`config.mk`:
```
export PLATFORM = sky130hd
export DESIGN_NAME = framed_packet_receiver_flat
export DESIGN_NICKNAME = d
export VERILOG_FILES = /design/src/hdl/fpr_pkg.sv /design/src/hdl/fpr_if.sv /design/src/hdl/fpr_ram.sv /design/src/hdl/fpr_datapath.sv /design/src/hdl/fpr_ctrl.sv /design/src/hdl/framed_packet_receiver.sv /design/src/flat_wrapper.sv
export VERILOG_INCLUDE_DIRS = /design/src /design/src/hdl
export SDC_FILE = /design/constraint.sdc
export NUM_CORES = 1
export LEC_CHECK = 0
export BUFFER_PORTS_ARGS = -buffer_cell sky130_fd_sc_hd__buf_2
export CORE_MARGIN = 5
export CORE_UTILIZATION = 40
export DETAILED_ROUTE_END_ITERATION = 8
export PLACE_DENSITY = 0.62
export SKIP_CTS_REPAIR_TIMING = 1
export SYNTH_ARGS = -nofsm -noshare
export SYNTH_HDL_FRONTEND = slang
export SYNTH_SLANG_ARGS = --single-unit
```
`constraint.sdc`:
```
create_clock -name clk -period 3.7 [get_ports clk]
set_input_delay 0.37 -clock clk [delete_from_list [all_inputs] [get_ports clk]]
set_output_delay 0.37 -clock clk [all_outputs]
set_load 0.02 [all_outputs]
```
`src/hdl/framed_packet_receiver_defines.svh`:
```
// Assertion macros shared by the framed packet receiver RTL.
`ifndef FRAMED_PACKET_RECEIVER_DEFINES_SVH
`define FRAMED_PACKET_RECEIVER_DEFINES_SVH

// Antecedent and consequent checked at the same clock edge.
`define FPR_ASSERT_SAME(label, clk, rst_n, ante, cons, msg) \
	label: assert property (@(posedge clk) disable iff (!rst_n) (ante) |-> (cons)) \
		else $error(msg);

// Consequent checked at the clock edge after the antecedent.
`define FPR_ASSERT_NEXT(label, clk, rst_n, ante, cons, msg) \
	label: assert property (@(posedge clk) disable iff (!rst_n) (ante) |=> (cons)) \
		else $error(msg);

`endif

```
`src/hdl/fpr_pkg.sv`:
```
// Shared constants, command and status types of the framed packet receiver.
package fpr_pkg;

	localparam int BYTE_W      = 8;
	localparam int LEN_W       = 6;
	localparam int IDX_W       = 5;
	localparam int HPOS_W      = 3;
	localparam int STORE_DEPTH = 32;
	localparam int MAX_PAYLOAD = 32;
	localparam int PAY_LIMIT   = (MAX_PAYLOAD > STORE_DEPTH) ? STORE_DEPTH : MAX_PAYLOAD;

	// Header byte positions after the start marker.
	localparam logic [HPOS_W-1:0] HPOS_NUMBER = 3'd0;
	localparam logic [HPOS_W-1:0] HPOS_SOURCE = 3'd1;
	localparam logic [HPOS_W-1:0] HPOS_DEST   = 3'd2;
	localparam logic [HPOS_W-1:0] HPOS_KIND   = 3'd3;
	localparam logic [HPOS_W-1:0] HPOS_LENGTH = 3'd4;

	localparam logic [BYTE_W-1:0] START_MARKER_RST = 8'h7E;
	localparam logic [BYTE_W-1:0] END_MARKER_RST   = 8'h7F;

	// Commands from the controller to the datapath.
	typedef struct packed {
		logic clr_sum;    // start marker seen: clear sum and header position
		logic hdr_take;   // capture one header byte
		logic pay_take;   // store one payload byte
		logic chk_take;   // capture the checksum byte
		logic emit_clr;   // restart the result index
		logic emit_rd;    // read the payload store at the result index
		logic emit_load;  // load the output register
		logic emit_next;  // advance the result index
	} fpr_cmd_t;

	// Status from the datapath to the controller.
	typedef struct packed {
		logic start_hit;
		logic hdr_last;
		logic len_ok;
		logic len_in_zero;  // the incoming length byte is zero
		logic len_zero;
		logic pay_done;
		logic end_ok;
		logic emit_last;
	} fpr_sts_t;

endpackage

```
`src/hdl/fpr_if.sv`:
```
// Request channel interfaces: received bytes in, packet results out.
interface fpr_in_if;
	import fpr_pkg::*;

	logic              valid;
	logic              ready;
	logic [BYTE_W-1:0] rx_byte;

	modport source (output valid, output rx_byte, input ready);
	modport sink (input valid, input rx_byte, output ready);
endinterface

interface fpr_out_if;
	import fpr_pkg::*;

	logic              valid;
	logic              ready;
	logic [BYTE_W-1:0] packet_number;
	logic [BYTE_W-1:0] source_id;
	logic [BYTE_W-1:0] destination_id;
	logic [BYTE_W-1:0] packet_kind;
	logic [LEN_W-1:0]  payload_length;
	logic              has_payload;
	logic [IDX_W-1:0]  byte_index;
	logic [BYTE_W-1:0] payload_byte;
	logic              last;

	modport source (
		output valid, output packet_number, output source_id, output destination_id,
		output packet_kind, output payload_length, output has_payload,
		output byte_index, output payload_byte, output last, input ready
	);
	modport sink (
		input valid, input packet_number, input source_id, input destination_id,
		input packet_kind, input payload_length, input has_payload,
		input byte_index, input payload_byte, input last, output ready
	);
endinterface

```
`src/hdl/fpr_ram.sv`:
```
// Generic single-write, single-read RAM with registered read data.
module fpr_ram #(
	parameter int WIDTH = 8,
	parameter int DEPTH = 32
) (
	input  logic                     clk,
	input  logic                     we,
	input  logic [$clog2(DEPTH)-1:0] waddr,
	input  logic [WIDTH-1:0]         wdata,
	input  logic                     re,
	input  logic [$clog2(DEPTH)-1:0] raddr,
	output logic [WIDTH-1:0]         rdata
);
	logic [WIDTH-1:0] mem_q [DEPTH];

	always_ff @(posedge clk) begin
		if (we) begin
			mem_q[waddr] <= wdata;
		end
		if (re) begin
			rdata <= mem_q[raddr];
		end
	end
endmodule

```
`src/hdl/fpr_datapath.sv`:
```
// Datapath: header capture, checksum, payload store and output register.
module fpr_datapath (
	input  logic                          clk,
	input  logic                          arst_n,
	input  logic [fpr_pkg::BYTE_W-1:0]    rx_byte,
	input  logic [fpr_pkg::BYTE_W-1:0]    start_marker,
	input  logic [fpr_pkg::BYTE_W-1:0]    end_marker,
	input  fpr_pkg::fpr_cmd_t             cmd,
	output fpr_pkg::fpr_sts_t             sts,
	output logic [fpr_pkg::BYTE_W-1:0]    packet_number,
	output logic [fpr_pkg::BYTE_W-1:0]    source_id,
	output logic [fpr_pkg::BYTE_W-1:0]    destination_id,
	output logic [fpr_pkg::BYTE_W-1:0]    packet_kind,
	output logic [fpr_pkg::LEN_W-1:0]     payload_length,
	output logic                          has_payload,
	output logic [fpr_pkg::IDX_W-1:0]     byte_index,
	output logic [fpr_pkg::BYTE_W-1:0]    payload_byte,
	output logic                          last
);
	import fpr_pkg::*;

	logic [HPOS_W-1:0] hpos_q;
	logic [BYTE_W-1:0] number_q, source_q, dest_q, kind_q;
	logic [LEN_W-1:0]  length_q;
	logic [LEN_W-1:0]  pay_count_q;
	logic [BYTE_W-1:0] sum_q;
	logic [BYTE_W-1:0] check_q;
	logic [IDX_W-1:0]  emit_idx_q;
	logic [BYTE_W-1:0] ram_rdata;
	logic [LEN_W-1:0]  pay_count_inc;

	logic [BYTE_W-1:0] out_number_q, out_source_q, out_dest_q, out_kind_q;
	logic [LEN_W-1:0]  out_length_q;
	logic              out_has_q;
	logic [IDX_W-1:0]  out_idx_q;
	logic [BYTE_W-1:0] out_byte_q;
	logic              out_last_q;

	assign pay_count_inc = pay_count_q + LEN_W'(1);

	always_comb begin
		sts.start_hit   = (rx_byte == start_marker);
		sts.hdr_last    = (hpos_q == HPOS_LENGTH);
		sts.len_ok      = (rx_byte <= BYTE_W'(PAY_LIMIT));
		sts.len_in_zero = (rx_byte == '0);
		sts.len_zero    = (length_q == '0);
		sts.pay_done    = (pay_count_inc >= length_q);
		sts.end_ok      = (rx_byte == end_marker) && (check_q == sum_q);
		sts.emit_last   = (length_q == '0) || ({1'b0, emit_idx_q} == (length_q - LEN_W'(1)));
	end

	always_ff @(posedge clk or negedge arst_n) begin
		if (!arst_n) begin
			hpos_q      <= '0;
			number_q    <= '0;
			source_q    <= '0;
			dest_q      <= '0;
			kind_q      <= '0;
			length_q    <= '0;
			pay_count_q <= '0;
			sum_q       <= '0;
			check_q     <= '0;
			emit_idx_q  <= '0;
		end else begin
			if (cmd.clr_sum) begin
				hpos_q <= '0;
				sum_q  <= '0;
			end
			if (cmd.hdr_take) begin
				sum_q  <= sum_q + rx_byte;
				hpos_q <= hpos_q + HPOS_W'(1);
				case (hpos_q)
					HPOS_NUMBER: number_q <= rx_byte;
					HPOS_SOURCE: source_q <= rx_byte;
					HPOS_DEST:   dest_q   <= rx_byte;
					HPOS_KIND:   kind_q   <= rx_byte;
					default: begin
						length_q    <= rx_byte[LEN_W-1:0];
						pay_count_q <= '0;
					end
				endcase
			end
			if (cmd.pay_take) begin
				sum_q       <= sum_q + rx_byte;
				pay_count_q <= pay_count_inc;
			end
			if (cmd.chk_take) begin
				check_q <= rx_byte;
			end
			if (cmd.emit_clr) begin
				emit_idx_q <= '0;
			end else if (cmd.emit_next) begin
				emit_idx_q <= emit_idx_q + IDX_W'(1);
			end
		end
	end

	fpr_ram #(
		.WIDTH (BYTE_W),
		.DEPTH (STORE_DEPTH)
	) u_store (
		.clk   (clk),
		.we    (cmd.pay_take),
		.waddr (pay_count_q[IDX_W-1:0]),
		.wdata (rx_byte),
		.re    (cmd.emit_rd),
		.raddr (emit_idx_q),
		.rdata (ram_rdata)
	);

	always_ff @(posedge clk) begin
		if (cmd.emit_load) begin
			out_number_q <= number_q;
			out_source_q <= source_q;
			out_dest_q   <= dest_q;
			out_kind_q   <= kind_q;
			out_length_q <= length_q;
			out_has_q    <= (length_q != '0);
			out_idx_q    <= emit_idx_q;
			out_byte_q   <= (length_q != '0) ? ram_rdata : '0;
			out_last_q   <= sts.emit_last;
		end
	end

	assign packet_number  = out_number_q;
	assign source_id      = out_source_q;
	assign destination_id = out_dest_q;
	assign packet_kind    = out_kind_q;
	assign payload_length = out_length_q;
	assign has_payload    = out_has_q;
	assign byte_index     = out_idx_q;
	assign payload_byte   = out_byte_q;
	assign last           = out_last_q;
endmodule

```
`src/hdl/fpr_ctrl.sv`:
```
// Controller: parse state machine and output valid handshake.
`include "framed_packet_receiver_defines.svh"

module fpr_ctrl (
	input  logic              clk,
	input  logic              arst_n,
	input  logic              in_valid,
	output logic              in_ready,
	output logic              out_valid,
	input  logic              out_ready,
	input  fpr_pkg::fpr_sts_t sts,
	output fpr_pkg::fpr_cmd_t cmd
);
	import fpr_pkg::*;

	typedef enum logic [6:0] {
		S_WAIT      = 7'b0000001,
		S_HEADER    = 7'b0000010,
		S_PAYLOAD   = 7'b0000100,
		S_CHECK     = 7'b0001000,
		S_END       = 7'b0010000,
		S_EMIT_READ = 7'b0100000,
		S_EMIT_LOAD = 7'b1000000
	} fpr_state_t;

	fpr_state_t state_q, state_d;
	logic       out_valid_q;
	logic       accept;
	logic       slot_free;

	assign in_ready  = (state_q != S_EMIT_READ) && (state_q != S_EMIT_LOAD);
	assign accept    = in_valid && in_ready;
	assign slot_free = !out_valid_q || out_ready;
	assign out_valid = out_valid_q;

	always_comb begin
		state_d = state_q;
		cmd     = '0;
		unique case (state_q)
			S_WAIT: begin
				if (accept && sts.start_hit) begin
					cmd.clr_sum = 1'b1;
					state_d     = S_HEADER;
				end
			end
			S_HEADER: begin
				if (accept) begin
					cmd.hdr_take = 1'b1;
					if (sts.hdr_last) begin
						if (!sts.len_ok) begin
							state_d = S_WAIT;
						end else if (sts.len_in_zero) begin
							// An empty payload goes straight to the checksum byte.
							state_d = S_CHECK;
						end else begin
							state_d = S_PAYLOAD;
						end
					end
				end
			end
			S_PAYLOAD: begin
				if (accept) begin
					cmd.pay_take = 1'b1;
					if (sts.pay_done) begin
						state_d = S_CHECK;
					end
				end
			end
			S_CHECK: begin
				if (accept) begin
					cmd.chk_take = 1'b1;
					state_d      = S_END;
				end
			end
			S_END: begin
				if (accept) begin
					if (sts.end_ok) begin
						cmd.emit_clr = 1'b1;
						state_d      = sts.len_zero ? S_EMIT_LOAD : S_EMIT_READ;
					end else begin
						state_d = S_WAIT;
					end
				end
			end
			S_EMIT_READ: begin
				cmd.emit_rd = 1'b1;
				state_d     = S_EMIT_LOAD;
			end
			S_EMIT_LOAD: begin
				if (slot_free) begin
					cmd.emit_load = 1'b1;
					if (sts.emit_last) begin
						state_d = S_WAIT;
					end else begin
						cmd.emit_next = 1'b1;
						state_d       = S_EMIT_READ;
					end
				end
			end
			default: begin
				state_d = S_WAIT;
			end
		endcase
	end

	always_ff @(posedge clk or negedge arst_n) begin
		if (!arst_n) begin
			state_q     <= S_WAIT;
			out_valid_q <= 1'b0;
		end else begin
			state_q <= state_d;
			if (cmd.emit_load) begin
				out_valid_q <= 1'b1;
			end else if (out_ready) begin
				out_valid_q <= 1'b0;
			end
		end
	end

	`FPR_ASSERT_SAME(a_load_into_free_slot, clk, arst_n, cmd.emit_load, slot_free, "output register loaded while a result is still waiting")
	`FPR_ASSERT_NEXT(a_good_end_starts_run, clk, arst_n, (state_q == S_END) && accept && sts.end_ok, (state_q == S_EMIT_READ) || (state_q == S_EMIT_LOAD), "good packet did not start its result run")
	`FPR_ASSERT_NEXT(a_last_returns_to_wait, clk, arst_n, cmd.emit_load && sts.emit_last, (state_q == S_WAIT) && out_valid_q, "last result did not end the run")
	`FPR_ASSERT_NEXT(a_bad_length_drops, clk, arst_n, (state_q == S_HEADER) && accept && sts.hdr_last && !sts.len_ok, state_q == S_WAIT, "oversized length did not drop the packet")
endmodule

```
`src/hdl/framed_packet_receiver.sv`:
```
// Top level of the framed packet receiver: register port, controller and datapath.
//
// The receiver takes one byte per request and accepts a byte in every clock cycle while it
// looks for the start marker and reads the header, payload, checksum and end byte. When the
// end byte closes a packet whose checksum matches, the input is held off while the packet
// drains as a run of result requests, one per payload byte (one for an empty payload). Each
// result takes a registered read of the 32-entry payload RAM and then a load of the output
// register, which waits while the sink stalls; an empty packet needs only the load. The last
// result of a run may still wait in the output register while the next bytes are accepted.
// Packets with an oversized length, a wrong end byte or a bad checksum are dropped without
// any result. The start and end markers are programmed through the register port at byte
// addresses 0 and 4 and should be written only while the receiver is idle.
module framed_packet_receiver (
	input  logic                       clk,
	input  logic                       arst_n,
	input  logic                       psel,
	input  logic                       penable,
	input  logic                       pwrite,
	input  logic [2:0]                 paddr,
	input  logic [31:0]                pwdata,
	output logic [31:0]                prdata,
	output logic                       pready,
	fpr_in_if.sink                     rx_chan,
	fpr_out_if.source                  pkt_chan
);
	import fpr_pkg::*;

	logic [BYTE_W-1:0] start_marker_q;
	logic [BYTE_W-1:0] end_marker_q;
	logic              reg_write;
	fpr_cmd_t          cmd;
	fpr_sts_t          sts;

	// The register port never stalls. Address bit 2 picks the register, so every write
	// lands in one of the two markers.
	assign pready    = 1'b1;
	assign reg_write = psel && penable && pwrite;

	always_ff @(posedge clk or negedge arst_n) begin
		if (!arst_n) begin
			start_marker_q <= START_MARKER_RST;
			end_marker_q   <= END_MARKER_RST;
		end else if (reg_write) begin
			if (paddr[2]) begin
				end_marker_q <= pwdata[BYTE_W-1:0];
			end else begin
				start_marker_q <= pwdata[BYTE_W-1:0];
			end
		end
	end

	// Reads return the selected marker, zero-extended to the bus width.
	assign prdata = paddr[2] ? {24'd0, end_marker_q} : {24'd0, start_marker_q};

	// The controller owns the parse state and the output valid flag.
	fpr_ctrl u_ctrl (
		.clk       (clk),
		.arst_n    (arst_n),
		.in_valid  (rx_chan.valid),
		.in_ready  (rx_chan.ready),
		.out_valid (pkt_chan.valid),
		.out_ready (pkt_chan.ready),
		.sts       (sts),
		.cmd       (cmd)
	);

	// The datapath holds the header, checksum, payload RAM and output register.
	fpr_datapath u_dp (
		.clk            (clk),
		.arst_n         (arst_n),
		.rx_byte        (rx_chan.rx_byte),
		.start_marker   (start_marker_q),
		.end_marker     (end_marker_q),
		.cmd            (cmd),
		.sts            (sts),
		.packet_number  (pkt_chan.packet_number),
		.source_id      (pkt_chan.source_id),
		.destination_id (pkt_chan.destination_id),
		.packet_kind    (pkt_chan.packet_kind),
		.payload_length (pkt_chan.payload_length),
		.has_payload    (pkt_chan.has_payload),
		.byte_index     (pkt_chan.byte_index),
		.payload_byte   (pkt_chan.payload_byte),
		.last           (pkt_chan.last)
	);
endmodule

```
`src/flat_wrapper.sv`:
```
// flat-port wrapper written by rule: the top's interface ports become plain ports
module framed_packet_receiver_flat import fpr_pkg::*;
  (clk, arst_n, psel, penable, pwrite, paddr, pwdata, prdata, pready, rx_chan_valid, rx_chan_rx_byte, rx_chan_ready, pkt_chan_valid, pkt_chan_packet_number, pkt_chan_source_id, pkt_chan_destination_id, pkt_chan_packet_kind, pkt_chan_payload_length, pkt_chan_has_payload, pkt_chan_byte_index, pkt_chan_payload_byte, pkt_chan_last, pkt_chan_ready);
  fpr_in_if rx_chan_i ();
  fpr_out_if pkt_chan_i ();
  input  logic clk;
  input  logic arst_n;
  input  logic psel;
  input  logic penable;
  input  logic pwrite;
  input  logic [2:0] paddr;
  input  logic [31:0] pwdata;
  output logic [31:0] prdata;
  output logic pready;
  input wire logic [$bits(rx_chan_i.valid)-1:0] rx_chan_valid;
  input wire logic [$bits(rx_chan_i.rx_byte)-1:0] rx_chan_rx_byte;
  output wire logic [$bits(rx_chan_i.ready)-1:0] rx_chan_ready;
  output wire logic [$bits(pkt_chan_i.valid)-1:0] pkt_chan_valid;
  output wire logic [$bits(pkt_chan_i.packet_number)-1:0] pkt_chan_packet_number;
  output wire logic [$bits(pkt_chan_i.source_id)-1:0] pkt_chan_source_id;
  output wire logic [$bits(pkt_chan_i.destination_id)-1:0] pkt_chan_destination_id;
  output wire logic [$bits(pkt_chan_i.packet_kind)-1:0] pkt_chan_packet_kind;
  output wire logic [$bits(pkt_chan_i.payload_length)-1:0] pkt_chan_payload_length;
  output wire logic [$bits(pkt_chan_i.has_payload)-1:0] pkt_chan_has_payload;
  output wire logic [$bits(pkt_chan_i.byte_index)-1:0] pkt_chan_byte_index;
  output wire logic [$bits(pkt_chan_i.payload_byte)-1:0] pkt_chan_payload_byte;
  output wire logic [$bits(pkt_chan_i.last)-1:0] pkt_chan_last;
  input wire logic [$bits(pkt_chan_i.ready)-1:0] pkt_chan_ready;
  assign rx_chan_i.valid = rx_chan_valid;
  assign rx_chan_i.rx_byte = rx_chan_rx_byte;
  assign rx_chan_ready = rx_chan_i.ready;
  assign pkt_chan_valid = pkt_chan_i.valid;
  assign pkt_chan_packet_number = pkt_chan_i.packet_number;
  assign pkt_chan_source_id = pkt_chan_i.source_id;
  assign pkt_chan_destination_id = pkt_chan_i.destination_id;
  assign pkt_chan_packet_kind = pkt_chan_i.packet_kind;
  assign pkt_chan_payload_length = pkt_chan_i.payload_length;
  assign pkt_chan_has_payload = pkt_chan_i.has_payload;
  assign pkt_chan_byte_index = pkt_chan_i.byte_index;
  assign pkt_chan_payload_byte = pkt_chan_i.payload_byte;
  assign pkt_chan_last = pkt_chan_i.last;
  assign pkt_chan_i.ready = pkt_chan_ready;
  framed_packet_receiver u_core (.clk(clk), .arst_n(arst_n), .psel(psel), .penable(penable), .pwrite(pwrite), .paddr(paddr), .pwdata(pwdata), .prdata(prdata), .pready(pready), .rx_chan(rx_chan_i), .pkt_chan(pkt_chan_i));
endmodule
```
Word-level counts from Yosys, hierarchy flattened

Memories as Yosys holds them, arrays and structs flattened. A register that Yosys moved wholly into a read port is not among the register bits.
Cells that the tools add are included.

$add $sub $neg: 5
Order comparisons: 2
Eq/ne operators: 26
Muxes and demuxes: 42
Bitwise logic cells: 2
Reduce and logical (&&, ||, !) cells: 28

Operators with widths:

| operator                                                                         | number |
|---|---|
| 7-bit two-way mux                                                                | 11 |
| 7-bit one-hot mux with 7 select lines                                            | 1 |
| 8-bit two-way mux                                                                | 4 |
| 8-bit equality test                                                              | 3 |
| 6-bit two-way mux                                                                | 4 |
| 2-bit AND reduction                                                              | 8 |
| 1-bit two-way mux                                                                | 15 |
| 2-bit != test, second input constant                                             | 6 |
| 5-bit two-way mux                                                                | 2 |
| 8-bit adder                                                                      | 1 |
| 8-bit by 6-bit less-or-equal comparator with 1-bit output, second input constant | 1 |
| 8-bit logical NOT                                                                | 1 |
| 8-bit AND reduction                                                              | 1 |
| 2-bit nonzero test                                                               | 4 |
| 7-bit by 1-bit equality test with 1-bit output, second input constant            | 1 |
| 7-bit by 2-bit equality test with 1-bit output, second input constant            | 1 |
| 7-bit by 3-bit equality test with 1-bit output, second input constant            | 1 |
| 7-bit by 4-bit equality test with 1-bit output, second input constant            | 1 |
| 7-bit by 5-bit equality test with 1-bit output, second input constant            | 1 |
| 7-bit by 6-bit equality test with 1-bit output, second input constant            | 1 |
| 7-bit equality test, second input constant                                       | 1 |
| 7-bit by 6-bit != test with 1-bit output, second input constant                  | 1 |
| 7-bit != test, second input constant                                             | 1 |
| 6-bit by 1-bit adder with 6-bit output, second input constant                    | 1 |
| 21 further kinds                                                                 | 33 |

Register bits after elaboration: 145
Bits in writable memories: 256
Output and inout port bits: 88
Memories kept: 1

Memory list:

| name                      | depth | width | rd ports | clocked after memory_dff | write ports | RTL line      | source |
|---|---|---|---|---|---|---|---|
| u_core.u_dp.u_store.mem_q | 32    | 8     | 1        | 1                        | 1           | fpr_ram.sv:14 | `logic [WIDTH-1:0] mem_q [DEPTH];` |

Depth between registers and ports, before layout

Depth in word-level cells: 9
Gate-level depth with buffers: 10
Depth with buffers taken out: 9

By module

Synthesis repeated with hierarchy kept, for this count alone.

Cells, all modules: 952
Area, all modules: 17053.9 um2

By module, submodules not included:

| module                 | times used | cells each | area an instance (um2) | sequential area each (um2) |
|---|---|---|---|---|
| fpr_ram                | 1          | 417        | 10133.5                | 7927.6 |
| fpr_datapath           | 1          | 389        | 5346.4                 | 3293.2 |
| framed_packet_receiver | 1          | 70         | 938.4                  | 416.6 |
| fpr_ctrl               | 1          | 76         | 635.6                  | 201.4 |

Worst setup path before layout

OpenSTA, ideal clock, no wires.

Path kind: register -> register
Start: register u_core.u_ctrl.state_q[0]
End: register u_core.u_dp.emit_idx_q[3]
Arrival: 3.407 ns
Required time: 3.622 ns
Setup slack: 0.216 ns
Stages on the path, launching flop included: 8
Period minus slack after synthesis: 3.484 ns
Cell sequence: dfstp_2 -> clkbuf_2 -> nor3_4 -> and4b_1 -> and2_1 -> o211ai_2 -> or4_1 -> a21oi_1

Cells in the longest elaborated chain, start to end: 6

Ends and longest elaborated chain:

| element                                                                   | RTL line           | source |
|---|---|---|
| from (decl)                                                               | fpr_ctrl.sv:26     | `fpr_state_t state_q, state_d;` |
| from (signal assigned)                                                    | fpr_ctrl.sv:111    | `state_q <= state_d;` |
| 7-bit by 6-bit != test with 1-bit output or 7-bit != test (tied branches) | fpr_ctrl.sv:31     | `assign in_ready = (state_q != S_EMIT_READ) && (state_q != S_EMIT_LOAD);` |
| 1-bit logical AND                                                         | fpr_ctrl.sv:31     |  |
| 1-bit logical AND                                                         | fpr_ctrl.sv:32     | `assign accept = in_valid && in_ready;` |
| 1-bit two-way mux                                                         | fpr_ctrl.sv:76     | `if (accept) begin` |
| 1-bit two-way mux                                                         | fpr_ctrl.sv:39     | `unique case (state_q)` |
| 5-bit two-way mux or 2-bit nonzero test (tied branches)                   | --                 |  |
| to (signal assigned)                                                      | fpr_datapath.sv:93 | `emit_idx_q <= emit_idx_q + IDX_W'(1);` |
| to (decl)                                                                 | fpr_datapath.sv:28 | `logic [IDX_W-1:0] emit_idx_q;` |

Parallel ways exist; a longest one is shown, timed or not.
A chain may end at the register's enable or synchronous reset.

Worst setup path after layout

Start: register u_core.u_ctrl.state_q[3]
End: memory u_core.u_dp.u_store.mem_q[24][4], enable pin

Cells in the longest elaborated chain, start to end: 7

Ends and longest elaborated chain:

| element                                                                   | RTL line       | source |
|---|---|---|
| 7-bit by 6-bit != test with 1-bit output or 7-bit != test (tied branches) | fpr_ctrl.sv:31 |  |
| 1-bit logical AND                                                         | fpr_ctrl.sv:31 |  |
| 1-bit logical AND                                                         | fpr_ctrl.sv:32 |  |
| 1-bit two-way mux                                                         | fpr_ctrl.sv:62 | `if (accept) begin` |
| 1-bit two-way mux *                                                       | fpr_ctrl.sv:39 |  |
| 1-bit two-way mux *                                                       | fpr_ram.sv:17  | `if (we) begin` |
| 1-bit two-way mux (implied by the code) *                                 | fpr_ram.sv:18  | `mem_q[waddr] <= wdata;` |
| to (decl)                                                                 | fpr_ram.sv:14  |  |

Every way passes the cells marked *; elsewhere a longest branch is shown, timed or not.

==> flow_summary.yaml <==
critical_path:
  start_kind: "register"
  critPathCaptureType: "register"
  crit_type: "register to register"
  crit_arrival_ns: 3.05
  r2r_slack_ns: 0.81
  cp-startpoint: "u_core.u_ctrl.state_q[3]"
  r2r_start: "u_core.u_ctrl.state_q[3]"
  critPathMaxFanout: 11
  cp.required_ns: 3.87
sta:
  fmax_ghz: 0.347
  hold_viol: 0
  min_period_over_period_pct: 78.0
  slew_headroom_pct: 26.1
  slew_viol_final: 0
  setup_viol: 0
  rsz0062_at_grt: "no"
  finalCriticalPeriod_ns: 2.89
  final.setup_skew_ns: 0.0307
  setup_tns_ns: 0
  worst_slew_pin_slew_ns: 1.11
  fin_hold_ws_ns: 0.0659
drt:
  via_per_inst: 5.21
  vias: 8641
  wl_per_cell_um: 21.1
  drt_iter0_drc: 812
  ant_nets: 0
  drt-total-wl_mm: 35.0
  dr.pass1.iters: 5
  drc: 0
die:
  die_w_um: 216
  die_h_um: 216
  die_area_um2: 46600
  rows: 75
  start_util_pct: 40.4
  io_pins: 138
  core_um2: 41900
power_and_ir_drop:
  peakVddDrop_mv: 0.339
  power.leakage_uw: 0.00708
  p_per_area_nw_per_um2: 561
placement:
  numPortBuffers: 86
  dp_hpwl_mm: 23.0
  gp_congestion: 0.800
yosys:
  synth_top_area_share_pct: 56.1
  ys.flop_type: "edfxtp_1"
  yosysTopAreaCell: "edfxtp_1"
  ys_ff_latch: 409
  syn_area_um2: 17000
  ys_warn_count: 0
  syn_inst: 944
  ys_async_sr_fraction_pct: 22.5
  yosys-top-cells-area: "edfxtp_1 56%, dfrtp_1 12%, mux4_2 11%"
  synth_edf_count: 317
  syn_area_per_cell_um2: 18.0
  synth_seq_area_share_pct: 69.8
  synth.distinct_cells: 54
clock_tree:
  cts.clk_slew.worst_paths_ns: 0.05
  cts_buffer_depth: 3
  cts_buffers: 43
  clkLatencyLatePin_ns: 0.55
  cts.sinks: 409
  cts-root-buf: "clkbuf_16"
  cts-htree-levels: 2
  cts_tree: "built"
grt:
  grt_antenna_before_repair: 1
  grt_overflow_total: 0
  first_global_vias: 8706
  grt_usage_pct: 15.0
  grt_pass1_wl_mm: 54.0
  grt_max_degree: 56
layout:
  register_area_um2: 11800
  syn2layout_area_growth_pct: 15.4
  multi_input_area_um2: 4780
  drive_above_1_share_pct: 33.3
  finalNetCount: 1160
  fill_cells: 3556
  fin_util_pct: 46.7
  insertedDiodeCount: 0
run_status:
  status: "completed"
worst_hold_path:
  hold_path_class: "input pin to register"
  hold_start: "pwdata[2]"
flow_run:
  max_cap_viol_count: 0
[cell usage after synthesis, types with 3 or more instances]
cell        n
or4_1       4
a21oi_1    13
a22o_1      7
o21ai_0    22
or3_1       4
and4b_1     4
o31ai_1     4
nand4b_1    5
nand3b_1    3
a31oi_1     6
nor3_1      7
and2_1     10
ha_1       24
nand2_1    36
dfstp_2    14
nand4_1     5
a21o_1      6
nand3_1    12
buf_2       9
dfrtp_1    78
buf_4      27
nor2_1     45
mux2_2     71
clkbuf_1   24
xor2_1     33
mux4_2     80
and3_1      3
nand2_4     5
nor4_1      7
xnor2_1    12
edfxtp_1  317
inv_1      16
[cell families after synthesis]
logic type / Yosys count / share of synthesized area (%)
other cells: 2 / 0.0443
mux: 155 / 15.6
xor+xnor: 45 / 2.32
fa+ha+maj: 25 / 1.89
simple gates: 165 / 5.49
compound gates: 64 / 2.36
flops: 409 / 69.8
buf+inv: 79 / 2.46
[sequential cells by signal (all words and copies together) (netlist names), 7 cells and up]
name	cells
u_core.u_dp.u_store.mem_q	256
u_core.end_marker_q	8
u_core.start_marker_q	8
u_core.u_dp.check_q	8
u_core.u_dp.dest_q	8
u_core.u_dp.destination_id	8
u_core.u_dp.kind_q	8
u_core.u_dp.number_q	8
u_core.u_dp.packet_kind	8
u_core.u_dp.packet_number	8
u_core.u_dp.payload_byte	8
u_core.u_dp.source_id	8
u_core.u_dp.source_q	8
u_core.u_dp.sum_q	8
u_core.u_dp.u_store.rdata	8
u_core.u_ctrl.state_q	7
[cell usage in the layout, fill, tap and decap left out, types with 3 or more instances in the layout]
| cell | count |
|---|---|
| nor4_1 | 7 |
| dfstp_2 | 14 |
| inv_1 | 16 |
| conb_1 | 25 |
| a21oi_1 | 13 |
| and4b_1 | 4 |
| clkinv_2 | 3 |
| ha_1 | 24 |
| a22o_1 | 7 |
| edfxtp_1 | 317 |
| nand2_1 | 36 |
| clkbuf_16 | 44 |
| nand2_4 | 5 |
| or3_1 | 4 |
| dfrtp_1 | 76 |
| buf_4 | 47 |
| a21o_1 | 6 |
| or4_1 | 4 |
| and3_1 | 3 |
| buf_12 | 3 |
| nor3_1 | 7 |
| xnor2_1 | 12 |
| xor2_1 | 33 |
| a31oi_1 | 6 |
| mux2_2 | 71 |
| o21ai_0 | 22 |
| mux4_2 | 80 |
| clkbuf_1 | 11 |
| nand4_1 | 5 |
| buf_2 | 85 |
| nand4b_1 | 5 |
| nand3_1 | 12 |
| clkinv_1 | 14 |
| nor2_1 | 45 |
| o31ai_1 | 4 |
| bufinv_16 | 3 |
| and2_1 | 9 |
| nand3b_1 | 3 |
[report_power, final]
group | switching [uW] | internal (uW) | leakage [uW] | total (uW)
sequential | 281 | 5300 | 0.00404 | 5580
clock | 1680 | 2430 | 0.000657 | 4110
combinational | 706 | 592 | 0.00239 | 1300
total | 2670 | 8320 | 0.00708 | 11000
[area by class of cell]
| cell class | instances | share of cell area, % |
|---|---|---|
| clock buffer | 57 | 5.98 |
| tap | 539 | 3.45 |
| sequential | 409 | 60.5 |
| multi-input combinational | 479 | 24.4 |
| timing repair buffer | 136 | 4.33 |
| clock inverter | 23 | 0.972 |
| inverter | 16 | 0.307 |
[critical path, cell delays in order (launching register included)]
cell and delay (ns):
dfrtp_1 0.48, nor3_4 0.35, and4b_1 0.32, and2_1 0.37, nand2_1 0.36, nor2_1 0.65
[per-layer routing]
metal,vias up,track usage [%],routed length [um]
met4,0,4.08,803
met3,53,3.25,1880
li1,3922,-,-
met5,-,0,0
met2,216,23.3,16300
met1,4450,21.7,16100
[through the flow]
| step | total power (uW) | instances | worst slack (ns) | cell area (um2) |
|---|---|---|---|---|
| 6_report | 11000 | 1659 | 0.814 | 19600 |
| 4_1_cts | 11100 | 1658 | 0.784 | 19600 |
| 5_1_grt | 11500 | 1659 | 0.523 | 19600 |
| 3_5_place_dp | 6970 | 1578 | 0.782 | 18200 |
| 3_3_place_gp | 6920 | 1578 | 0.837 | 18200 |
| 2_1_floorplan | 6580 | 967 | 0.216 | 17000 |
[final timing paths]
kind / end / cells after the start
worst max-delay path: u_core.u_dp.u_store.mem_q[24][4] / 5
worst min-delay path: u_core.start_marker_q[2] / 2
worst max register to register: u_core.u_dp.u_store.mem_q[24][4] / 5
worst min register to register: u_core.u_dp.packet_number[3] / 0
max in group asynchronous: u_core.end_marker_q[0] / 3
min in group asynchronous: u_core.u_dp.pay_count_q[2] / 2
Note: power is estimated with default switching activity, not from simulation.
